### config.mk
export PLATFORM = sky130hd
export DESIGN_NAME = stdr_queue
export DESIGN_NICKNAME = d
export VERILOG_FILES = /design/src/hdl/stdr_pkg.sv /design/src/hdl/stdr_queue.sv
export SDC_FILE = /design/constraint.sdc
export NUM_CORES = 1
export LEC_CHECK = 0
export ABC_AREA = 1
export ABC_CLOCK_PERIOD_IN_PS = 8400
export BUFFER_PORTS_ARGS = -buffer_cell sky130_fd_sc_hd__buf_2
export CAP_MARGIN = 20
export CELL_PAD_IN_SITES_DETAIL_PLACEMENT = 2
export CELL_PAD_IN_SITES_GLOBAL_PLACEMENT = 2
export CORE_AREA = 2 2 261 263
export CTS_CLUSTER_SIZE = 30
export DETAILED_ROUTE_END_ITERATION = 12
export DIE_AREA = 0 0 263 265
export PLACE_DENSITY_LB_ADDON = 0.1
export SETUP_SLACK_MARGIN = 0.4
export SYNTH_ARGS = -nofsm -noshare
export SYNTH_HDL_FRONTEND = slang
export SYNTH_SLANG_ARGS = --single-unit
### constraint.sdc
create_clock -name clock -period 8.4 [get_ports clock]
set_input_delay 0.42 -clock clock [delete_from_list [all_inputs] [get_ports clock]]
set_output_delay 0.42 -clock clock [all_outputs]
set_load 0.02 [all_outputs]
### src/hdl/stdr_pkg.sv
// Shared types, constants and arithmetic helpers of the sparse-transpose product block.
// Used by every module in hdl/; depends on nothing else.
`timescale 1ns / 1ps

package stdr_pkg;

   localparam int ROWS_DEFAULT      = 1024;
   localparam int MAX_LANES_DEFAULT = 4;
   localparam int LANES_HW          = 4;
   localparam int QUEUE_DEPTH       = 4;
   localparam int ROW_W             = 10;
   localparam int COL_W             = 16;
   localparam int VAL_W             = 32;
   localparam int ACC_W             = 64;

   typedef enum logic [1:0] {
      MODE_LOAD    = 2'd0,
      MODE_NONZERO = 2'd1,
      MODE_EMPTY   = 2'd2,
      MODE_UNUSED  = 2'd3
   } mode_type;

   localparam logic CSR_LANES_USED   = 1'b0;
   localparam logic CSR_COLUMN_COUNT = 1'b1;

   // One classified command for the back end.
   typedef struct packed {
      logic                                   add_en;
      logic                                   close;
      logic signed [VAL_W-1:0]                a_value;
      logic [LANES_HW-1:0][VAL_W-1:0]         x_value;
   } cmd_type;

   typedef struct packed {
      logic [LANES_HW-1:0] lane_mask;
      logic [COL_W-1:0]    column_count;
   } cfg_type;

   typedef struct packed {
      logic              clip;
      logic [VAL_W-1:0]  value;
   } narrow_type;

   // Clamp the lane count to 2..max_lanes and mark the lanes in use.
   function automatic logic [LANES_HW-1:0] lane_mask(logic [2:0] lanes, int unsigned max_lanes);
      int unsigned         eff;
      logic [LANES_HW-1:0] m;
      eff = 32'(lanes);
      if (eff < 2) eff = 2;
      if (eff > max_lanes) eff = max_lanes;
      for (int k = 0; k < LANES_HW; k++) begin
         m[k] = (k < eff);
      end
      return m;
   endfunction

   // 64-bit add that clips at the signed limits.
   function automatic logic signed [ACC_W-1:0] sat_add(logic signed [ACC_W-1:0] a,
                                                       logic signed [ACC_W-1:0] b);
      logic signed [ACC_W:0] s;
      s = {a[ACC_W-1], a} + {b[ACC_W-1], b};
      if (s[ACC_W] != s[ACC_W-1]) begin
         return s[ACC_W] ? {1'b1, {(ACC_W-1){1'b0}}} : {1'b0, {(ACC_W-1){1'b1}}};
      end
      return s[ACC_W-1:0];
   endfunction

   // Q32.32 to Q16.16: round to nearest, ties upward, then clip to 32 bits.
   function automatic narrow_type narrow_sum(logic signed [ACC_W-1:0] acc);
      logic signed [48:0] q;
      narrow_type         r;
      q = {acc[63], acc[63:16]} + 49'(acc[15]);
      r.clip = 1'b0;
      if (q > 49'sd2147483647) begin
         r.value = 32'h7FFF_FFFF;
         r.clip  = 1'b1;
      end else if (q < -49'sd2147483648) begin
         r.value = 32'h8000_0000;
         r.clip  = 1'b1;
      end else begin
         r.value = q[31:0];
      end
      return r;
   endfunction

endpackage

### src/hdl/stdr_queue.sv
// Command queue between front and back end.
// Depends on stdr_pkg.
`timescale 1ns / 1ps

module stdr_queue (
   input  logic              clock,
   input  logic              reset,
   input  logic              push_valid,
   output logic              push_ready,
   input  stdr_pkg::cmd_type push_cmd,
   output logic              pop_valid,
   input  logic              pop_ready,
   output stdr_pkg::cmd_type pop_cmd
);

   localparam int PW = $clog2(stdr_pkg::QUEUE_DEPTH);

   stdr_pkg::cmd_type entry_ff [stdr_pkg::QUEUE_DEPTH];
   logic [PW-1:0]     wr_ptr_ff, wr_ptr_in;
   logic [PW-1:0]     rd_ptr_ff, rd_ptr_in;
   logic [PW:0]       count_ff, count_in;
   logic              push;
   logic              pop;

   assign push_ready = (count_ff != (PW+1)'(stdr_pkg::QUEUE_DEPTH));
   assign pop_valid  = (count_ff != '0);
   assign push       = push_valid && push_ready;
   assign pop        = pop_valid && pop_ready;
   assign pop_cmd    = entry_ff[rd_ptr_ff];

   always_comb begin
      wr_ptr_in = push ? wr_ptr_ff + 1'b1 : wr_ptr_ff;
      rd_ptr_in = pop ? rd_ptr_ff + 1'b1 : rd_ptr_ff;
      count_in  = count_ff + (PW+1)'(push) - (PW+1)'(pop);
   end

   always_ff @(posedge clock) begin
      if (reset) begin
         wr_ptr_ff <= '0;
         rd_ptr_ff <= '0;
         count_ff  <= '0;
      end else begin
         wr_ptr_ff <= wr_ptr_in;
         rd_ptr_ff <= rd_ptr_in;
         count_ff  <= count_in;
      end
   end

   always_ff @(posedge clock) begin
      if (push) begin
         entry_ff[wr_ptr_ff] <= push_cmd;
      end
   end

   assert property (@(posedge clock) disable iff (reset)
      count_ff <= (PW+1)'(stdr_pkg::QUEUE_DEPTH))
      else $error("queue count beyond depth");

   assert property (@(posedge clock) disable iff (reset)
      (count_ff != '0) |-> ((wr_ptr_ff - rd_ptr_ff) == count_ff[PW-1:0]))
      else $error("queue pointers disagree with count");

endmodule

==> impl_summary.txt, run 1 <==
----------------------------------------------------
[Pwr]
  Overall power ... between 9 and 10 mW
  VDD IR-drop max ... about 0.18 mV
  Power density over the cells ... 318 nW/um^2
  Leakage power total ... 10.2 nW

[Setup path]
  Critical path fanouts, max ... between 150 and 200
  Kind of capture point of the worst setup path ... output pin
  Worst-path cell chain ... buf_12 > buf_4 > o21ai_0 > o22ai_1 > buf_2
  Startpoint-to-endpoint class of the critical path ... register to output pin
  Largest stage delay on the critical path ... ~950 ps
  Critical Path Start Type ... register
  Worst path arrival time ... about 4000 ps
  Slowest cell on the critical path ... sky130_fd_sc_hd__dfxtp_4
  Cell count of the worst reg-to-reg path ... 6
  Data required time of the worst path ... around 8000 ps

[Die]
  Starting utilization of the core area ... 36.8%
  Chip width ... 263 um
  Die outline height ... 265 um
  Number of top-level pins ... 330
  Area of the die ... between 60,000 and 70,000 um^2
  Std-Cell Rows ... 95
  Area of the placeable core ... about 67,000 um^2

[Placement]
  Number of I/O port buffers ... approximately 330
  RD Place Congestion ... between 0.6 and 0.7
  HPWL Detailed ... ~38 mm

[Run status]
  Status ... finished, final reports clean

[Synthesis]
  Warnings from Yosys ... 0
  Number of distinct standard cells referenced by the synthesized netlist ... 24
  Total standard cell area after synthesis ... roughly 25,000 um^2
  Syn avg cell area ... about 15 um^2
  Number of storage elements in the synthesis netlist ... roughly 660
  Portion of the post-synthesis area used by sequential elements ... between 70% and 80%
  Cell count after synthesis ... approximately 1,600
  Net count after synthesis ... roughly 1,800

[Timing]
  Setup-violating endpoint count in the final report ... 0
  Worst slew margin ... about 35%
  Worst clock skew ... roughly 19 ps
  Maximum clock frequency ... 228 MHz
  Share of the cycle needed by the critical path after routing ... a little over half
  Number of pins with negative max-slew slack in the final report ... 0
  Slew @ Worst Pin ... between 900 and 1000 ps
  Fin crit period ... 4390 ps
  Hold Violations, Final ... 0
  Sum of negative setup slack ... 0 ps
  Setup repair after global routing missed its margin ... no

[Clocking]
  Clock sink total ... 657
  Clock latency on the worst-skew pair ... 600 ps
  # H-tree levels ... 3
  Clk pin slew, worst setup/hold paths ... 60 ps
  Total CTS buffers ... between 70 and 80
  CTS root buf ... sky130_fd_sc_hd__clkbuf_16
  Post CTS Setup Buffer Count ... 0
  Post-CTS resize count ... 0
  Number of buffers added to fix hold violations after cts ... 52
  CTS tree ... done
  Worst-case clock buffer depth ... 3

[Detailed routing]
  Routed len/inst ... 23.5 um
  DRC violations left ... 0
  DRT iter0 DRCs ... a little over 800
  Vias per Instance ... roughly 5.2
  Total wirelength of the detailed-routed design ... roughly 69 mm
  Routed Antenna Nets ... 0
  First drt pass iteration count ... 4
  Via count ... between 15,000 and 20,000

[GRT]
  Leftover overflow at the end of global routing ... 0
  Tot GR Track Use ... 19.8%
  M2 GR Usage ... 35.0%
  Met1 track demand over resource ... 24.0%
  Global routing usage on met3 ... between 4 and 5%
  Largest net degree at the start of global routing ... roughly 180
  Busiest layer in global routing ... met2
  Initial antenna violation count ... 12
  Vias in the first global route ... about 17,000
  Wire length of the first global-routing pass ... around 100 mm

[Finish]
  Filler cell count ... around 6,500
  Layout cells sized above 1 ... 21.8%
  Commonest non-fill, non-tap cells in the layout ... 648 x sky130_fd_sc_hd__edfxtp_1, 333 x sky130_fd_sc_hd__nor2_1, 329 x sky130_fd_sc_hd__buf_2, 301 x sky130_fd_sc_hd__o21ai_0, 161 x sky130_fd_sc_hd__o22ai_1
  Nets ... roughly 2,200
  Most common cell after layout, fill and taps aside ... sky130_fd_sc_hd__edfxtp_1
  Area Overhead vs Synth ... 20.3%

[Run]
  Number of violations of the max-capacitance limit ... 0

[Worst hold path]
  Hold Path Depth ... 1
  Hold Path Class ... primary input to register

----------------------------------------------------
## worst max-delay path: cells and delay by family (launching register included)
| family | cells | cell delay (ps) |
|---|---|---|
| buffers and inverters | 3 | 1530 |
| AO/OA/AOI/OAI | 2 | 550 |
| flip-flops | 1 | 950 |
## flip-flops by register name, indices dropped and copies added (netlist names), named ones only
register	count
entry_ff	648
rd_ptr_ff	2
wr_ptr_ff	2
count_ff	3
## layer usage
metal,part of all wire [%],vias up
met3,5.2,111
li1,-,6921
met5,0.17,-
met4,2.1,18
met1,41,7878
met2,51,280
## kinds of logic after synthesis
family                     after synthesis  share of synthesized area [%]
and+or+nand+nor                        352                           5.39
AOI/OAI and AO/OA                      493                           10.9
adders and majority gates                7                          0.387
buffers and inverters                  122                           3.38
DFF                                    657                           79.9
## path summary, 6_finish.rpt
path / endpoint / from / slack, ps
worst max-delay path: pop_cmd[59] / register / 4010
worst min register to register: register / rd_ptr_ff[0] / 500
worst max register to register: entry_ff[3][89] / count_ff[1] / 4920
worst min-delay path: entry_ff[1][149] / push_cmd[149] / 40
## cell usage after synthesis
cell	n	area (um^2)
sky130_fd_sc_hd__edfxtp_1	648	19500
sky130_fd_sc_hd__inv_1	14	52.6
sky130_fd_sc_hd__o22ai_1	161	1010
sky130_fd_sc_hd__ha_1	6	75.1
sky130_fd_sc_hd__fa_1	1	20.0
sky130_fd_sc_hd__buf_6	20	225
sky130_fd_sc_hd__buf_4	2	15.0
sky130_fd_sc_hd__o21ai_1	24	120
sky130_fd_sc_hd__clkbuf_1	39	146
sky130_fd_sc_hd__buf_12	2	40.0
sky130_fd_sc_hd__buf_2	18	90.1
sky130_fd_sc_hd__inv_2	1	3.75
sky130_fd_sc_hd__nand3_1	3	15.0
sky130_fd_sc_hd__o22ai_2	1	12.5
sky130_fd_sc_hd__nor2_1	337	1260
sky130_fd_sc_hd__o21ai_0	301	1510
sky130_fd_sc_hd__nand2_1	12	45.0
sky130_fd_sc_hd__a21oi_1	4	20.0
sky130_fd_sc_hd__dfxtp_1	9	180
sky130_fd_sc_hd__clkbuf_8	3	41.3
sky130_fd_sc_hd__buf_8	9	135
sky130_fd_sc_hd__a21boi_0	2	15.0
sky130_fd_sc_hd__clkbuf_2	13	65.1
sky130_fd_sc_hd__inv_12	1	16.3
## per-stage QoR
stage | instance area [um^2] | hold slack, ps | instances | util (%) | setup slack, ps
floorplan | 24600 | 448 | 1631 | - | 97.8
global placement | 26800 | 460 | 2743 | 40.1 | 4720
global route | 29500 | 13.4 | 2928 | 44.2 | 3700
finish | 29500 | 42.4 | 2932 | 44.2 | 4010
detailed placement | 26800 | 496 | 2743 | 40.1 | 4620
CTS | 29500 | 0.410 | 2927 | 44.2 | 3930
## cell type report
type | instances | area, um^2 | area share, %
clock inverters | 31 | 194 | 0.656
clock buffers | 101 | 2060 | 6.97
inverters | 16 | 75.1 | 0.254
multi-input cells | 852 | 4130 | 14.0
diodes | 5 | 12.5 | 0.0423
flip-flops and latches | 657 | 19600 | 66.5
well taps | 873 | 1090 | 3.70
repair buffers | 397 | 2340 | 7.91
## power by group
part | internal [mW] | total (mW) | switching, mW
registers | 4.00 | 4.13 | 0.129
logic | 0.588 | 2.24 | 1.65
clock network | 1.77 | 3.03 | 1.26
Power figures use the tool's default switching activity.
==> run 2: changes to the inputs <==
- ABC_CLOCK_PERIOD_IN_PS: 8400 -> 3760
- clock period: 8.4 -> 3.76 ns (I/O delays scaled with it)
==> run 2 against run 1 <==
  * Sequential power rose by 120%
  * Hold slack gained 260 ps
  * Critical path type unchanged
  * Sequential share of layout area is 3.1 points lower
  * Critical endpoint is now pop_cmd[4]
  * Largest cell class unchanged
==> impl_summary.txt, run 2 (synthesis results as in run 1) <==
----------------------------------------------------
[Detailed routing]
  First drt pass iteration count ... 7 (was 4)
  Routed Antenna Nets ... 0 (unchanged)
  Via count ... 15,700 (was 15,200)
  Routed len/inst ... 22.7 um (was 23.5 um)
  DRC violations left ... 0 (unchanged)
  DRT iter0 DRCs ... 791 (was 818)
  Vias per Instance ... 5.13 (was 5.19)
  Total wirelength of the detailed-routed design ... 69.3 mm (was 68.9 mm)

[Setup path]
  Slowest cell on the critical path ... sky130_fd_sc_hd__inv_12 (was sky130_fd_sc_hd__dfxtp_4)
  Worst path arrival time ... 2740 ps (was 3970 ps)
  Kind of capture point of the worst setup path ... output pin (unchanged)
  Worst-path cell chain ... inv_12 > buf_4 > o21ai_0 > o22ai_1 > buf_2 (was buf_12 > buf_4 > o21ai_0 > o22ai_1 > buf_2)
  Startpoint of the worst register-to-register path ... wr_ptr_ff[0] (was count_ff[1])
  Startpoint-to-endpoint class of the critical path ... register to output pin (unchanged)
  Critical Path Start Type ... register (unchanged)
  Cell class contributing the biggest share of worst-path delay ... buffers and inverters (unchanged)
  Critical path fanouts, max ... 150 (was 171)
  Number of buffer and inverter stages on the critical path ... 3 (unchanged)
  Largest stage delay on the critical path ... 430 ps (was 950 ps)
  Data required time of the worst path ... 3570 ps (was 7980 ps)

[Clocking]
  Clk pin slew, worst setup/hold paths ... 60 ps (about the same)
  CTS root buf ... sky130_fd_sc_hd__clkbuf_16 (unchanged)
  CTS tree ... done (unchanged)
  # H-tree levels ... 3 (unchanged)
  Clock latency on the worst-skew pair ... 610 ps (was 600 ps)
  Clock sink total ... 657 (unchanged)
  Total CTS buffers ... 74 (was 75)
  Worst-case clock buffer depth ... 3 (unchanged)

[Pwr]
  Power density over the cells ... 686 nW/um^2 (was 318 nW/um^2)
  VDD IR-drop max ... 0.390 mV (was 0.182 mV)
  Leakage power total ... 10.8 nW (was 10.2 nW)

[GRT]
  Largest net degree at the start of global routing ... 170 (was 175)
  Initial antenna violation count ... 8 (was 12)
  Vias in the first global route ... 17,600 (was 16,900)
  Tot GR Track Use ... 19.8% (about the same)
  Leftover overflow at the end of global routing ... 0 (unchanged)
  Wire length of the first global-routing pass ... 106 mm (was 105 mm)

[Timing]
  Share of the cycle needed by the critical path after routing ... 77.8%
  Maximum clock frequency ... approximately 340 MHz
  Number of pins with negative max-slew slack in the final report ... 0 (unchanged)
  Fin crit period ... slightly below 3000 ps
  Setup-violating endpoint count in the final report ... 0 (unchanged)
  Worst clock skew ... 13.6 ps (was 18.5 ps)
  Slew @ Worst Pin ... 960 ps (was 970 ps)
  Final worst-path setup slack ... 833 ps (was 4010 ps)
  Sum of negative setup slack ... 0 ps (unchanged)
  Setup repair after global routing missed its margin ... no (unchanged)
  Hold Violations, Final ... 0 (unchanged)
  Worst slew margin ... 36.0% (was 35.3%)

[Finish]
  Area Overhead vs Synth ... 26.1% (was 20.3%)
  Biggest register ... entry_ff (unchanged)
  Registers with the most flip-flops ... entry_ff (648), count_ff (3) (unchanged)
  Filler cell count ... 6,472 (was 6,529)
  Sequential standard cell area ... 19,700 um^2 (was 19,600 um^2)
  Flip-flop count of the largest register, all copies and words added ... 648 (unchanged)
  Nets ... 2,297 (was 2,172)
  Most common cell after layout, fill and taps aside ... sky130_fd_sc_hd__edfxtp_1 (unchanged)
  Layout cells sized above 1 ... 21.4% (was 21.8%)
  Commonest non-fill, non-tap cells in the layout ... 648 x sky130_fd_sc_hd__edfxtp_1, 332 x sky130_fd_sc_hd__nor2_1, 329 x sky130_fd_sc_hd__buf_2, 301 x sky130_fd_sc_hd__o21ai_0, 165 x sky130_fd_sc_hd__dlygate4sd3_1 (was 648 x sky130_fd_sc_hd__edfxtp_1, 333 x sky130_fd_sc_hd__nor2_1, 329 x sky130_fd_sc_hd__buf_2, 301 x sky130_fd_sc_hd__o21ai_0, 161 x sky130_fd_sc_hd__o22ai_1)
  Multi-input gate area ... 4160 um^2 (was 4130 um^2)

[Die]
  Area of the placeable core ... 66,800 um^2 (unchanged)
  Number of top-level pins ... 330 (unchanged)
  Area of the die ... 69,700 um^2 (unchanged)
  Chip width ... 263 um (unchanged)
  Std-Cell Rows ... 95 (unchanged)
  Starting utilization of the core area ... 36.8% (unchanged)
  Die outline height ... 265 um (unchanged)

[Placement]
  Number of I/O port buffers ... 329 (unchanged)
  Post-placement worst setup slack ... 1460 ps (was 4620 ps)
  RD Place Congestion ... 0.718 (was 0.697)
  HPWL Detailed ... 39.9 mm (was 38.3 mm)

[Run]
  Number of violations of the max-capacitance limit ... 0 (unchanged)

[Run status]
  Status ... finished, final reports clean (unchanged)

[Worst hold path]
  Hold Crit Start ... reset (was push_cmd[149])
  Hold Path Class ... primary input to register (unchanged)

----------------------------------------------------
## run 2: cell types whose count changed in the layout (fill, tap and decap cells not counted), moves of 2 or more
cell	previous run	this run
sky130_fd_sc_hd__dlygate4sd3_1	52	165
sky130_fd_sc_hd__buf_12	4	19
sky130_fd_sc_hd__inv_6	1	7
sky130_fd_sc_hd__clkbuf_16	79	74
sky130_fd_sc_hd__clkinv_1	17	13
sky130_fd_sc_hd__clkbuf_1	22	25
sky130_fd_sc_hd__buf_4	12	10
sky130_fd_sc_hd__bufinv_16	2	4
sky130_fd_sc_hd__clkinv_2	9	7
sky130_fd_sc_hd__dfxtp_1	7	5
sky130_fd_sc_hd__nand2_1	12	10
## run 2: what timing repair did
action,4_1_cts,5_1_grt
hold buffers,165,0
hold endpoints to repair,657,0
setup buffers,0,0
gates resized for setup,0,0
## run 2: worst reg2reg max path, stage by stage, from the launching register on
cell and delay [ps]:
sky130_fd_sc_hd__dfxtp_1 360, sky130_fd_sc_hd__inv_1 100, sky130_fd_sc_hd__ha_1 150, sky130_fd_sc_hd__inv_1 60, sky130_fd_sc_hd__nor2_4 700, sky130_fd_sc_hd__buf_12 390
## run 2: per-layer routing
layer	vias up	track usage, %	part of all wire (%)
met2	300	35.5	52
met1	8103	23.5	40
met5	-	0	0.071
met3	109	4.90	4.9
li1	7166	-	-
met4	8	5.62	2.2
## run 2: worst paths after layout
| check | depth (start not counted) | slack (ps) | endpoint |
|---|---|---|---|
| min reg2reg | 2 | 520 | rd_ptr_ff[0] |
| min | 3 | 300 | count_ff[1] |
| max | 5 | 830 | pop_cmd[4] |
| max reg2reg | 5 | 1640 | entry_ff[2][64] |
## run 2: report_power, final
group / total (mW) / switching, mW / leakage [nW] / internal (mW)
logic: 5.35 / 3.85 / 3.69 / 1.50
registers: 9.14 / 0.214 / 6.01 / 8.92
clock network: 6.76 / 2.83 / 1.09 / 3.92
total: 21.2 / 6.90 / 10.8 / 14.3
## run 2: cell type report
type / instances / area share (%)
inverters: 16 / 0.242
clock buffers: 99 / 6.28
clock inverters: 34 / 0.961
diodes: 4 / 0.0323
repair buffers: 523 / 12.1
well taps: 873 / 3.52
multi-input cells: 852 / 13.4
flip-flops and latches: 657 / 63.4
## run 2: per-stage QoR
stage          util, %  hold slack [ps]  instances  power (mW)  cell area, um^2
6_report          46.4              298       3058        21.2            31000
5_1_grt           46.4              302       3057        22.3            31000
4_1_cts           46.4              251       3054        21.6            31000
3_5_place_dp      40.5              371       2756        14.6            27100
3_3_place_gp      40.5              365       2756        14.4            27100
2_1_floorplan        -              245       1631        12.6            24600
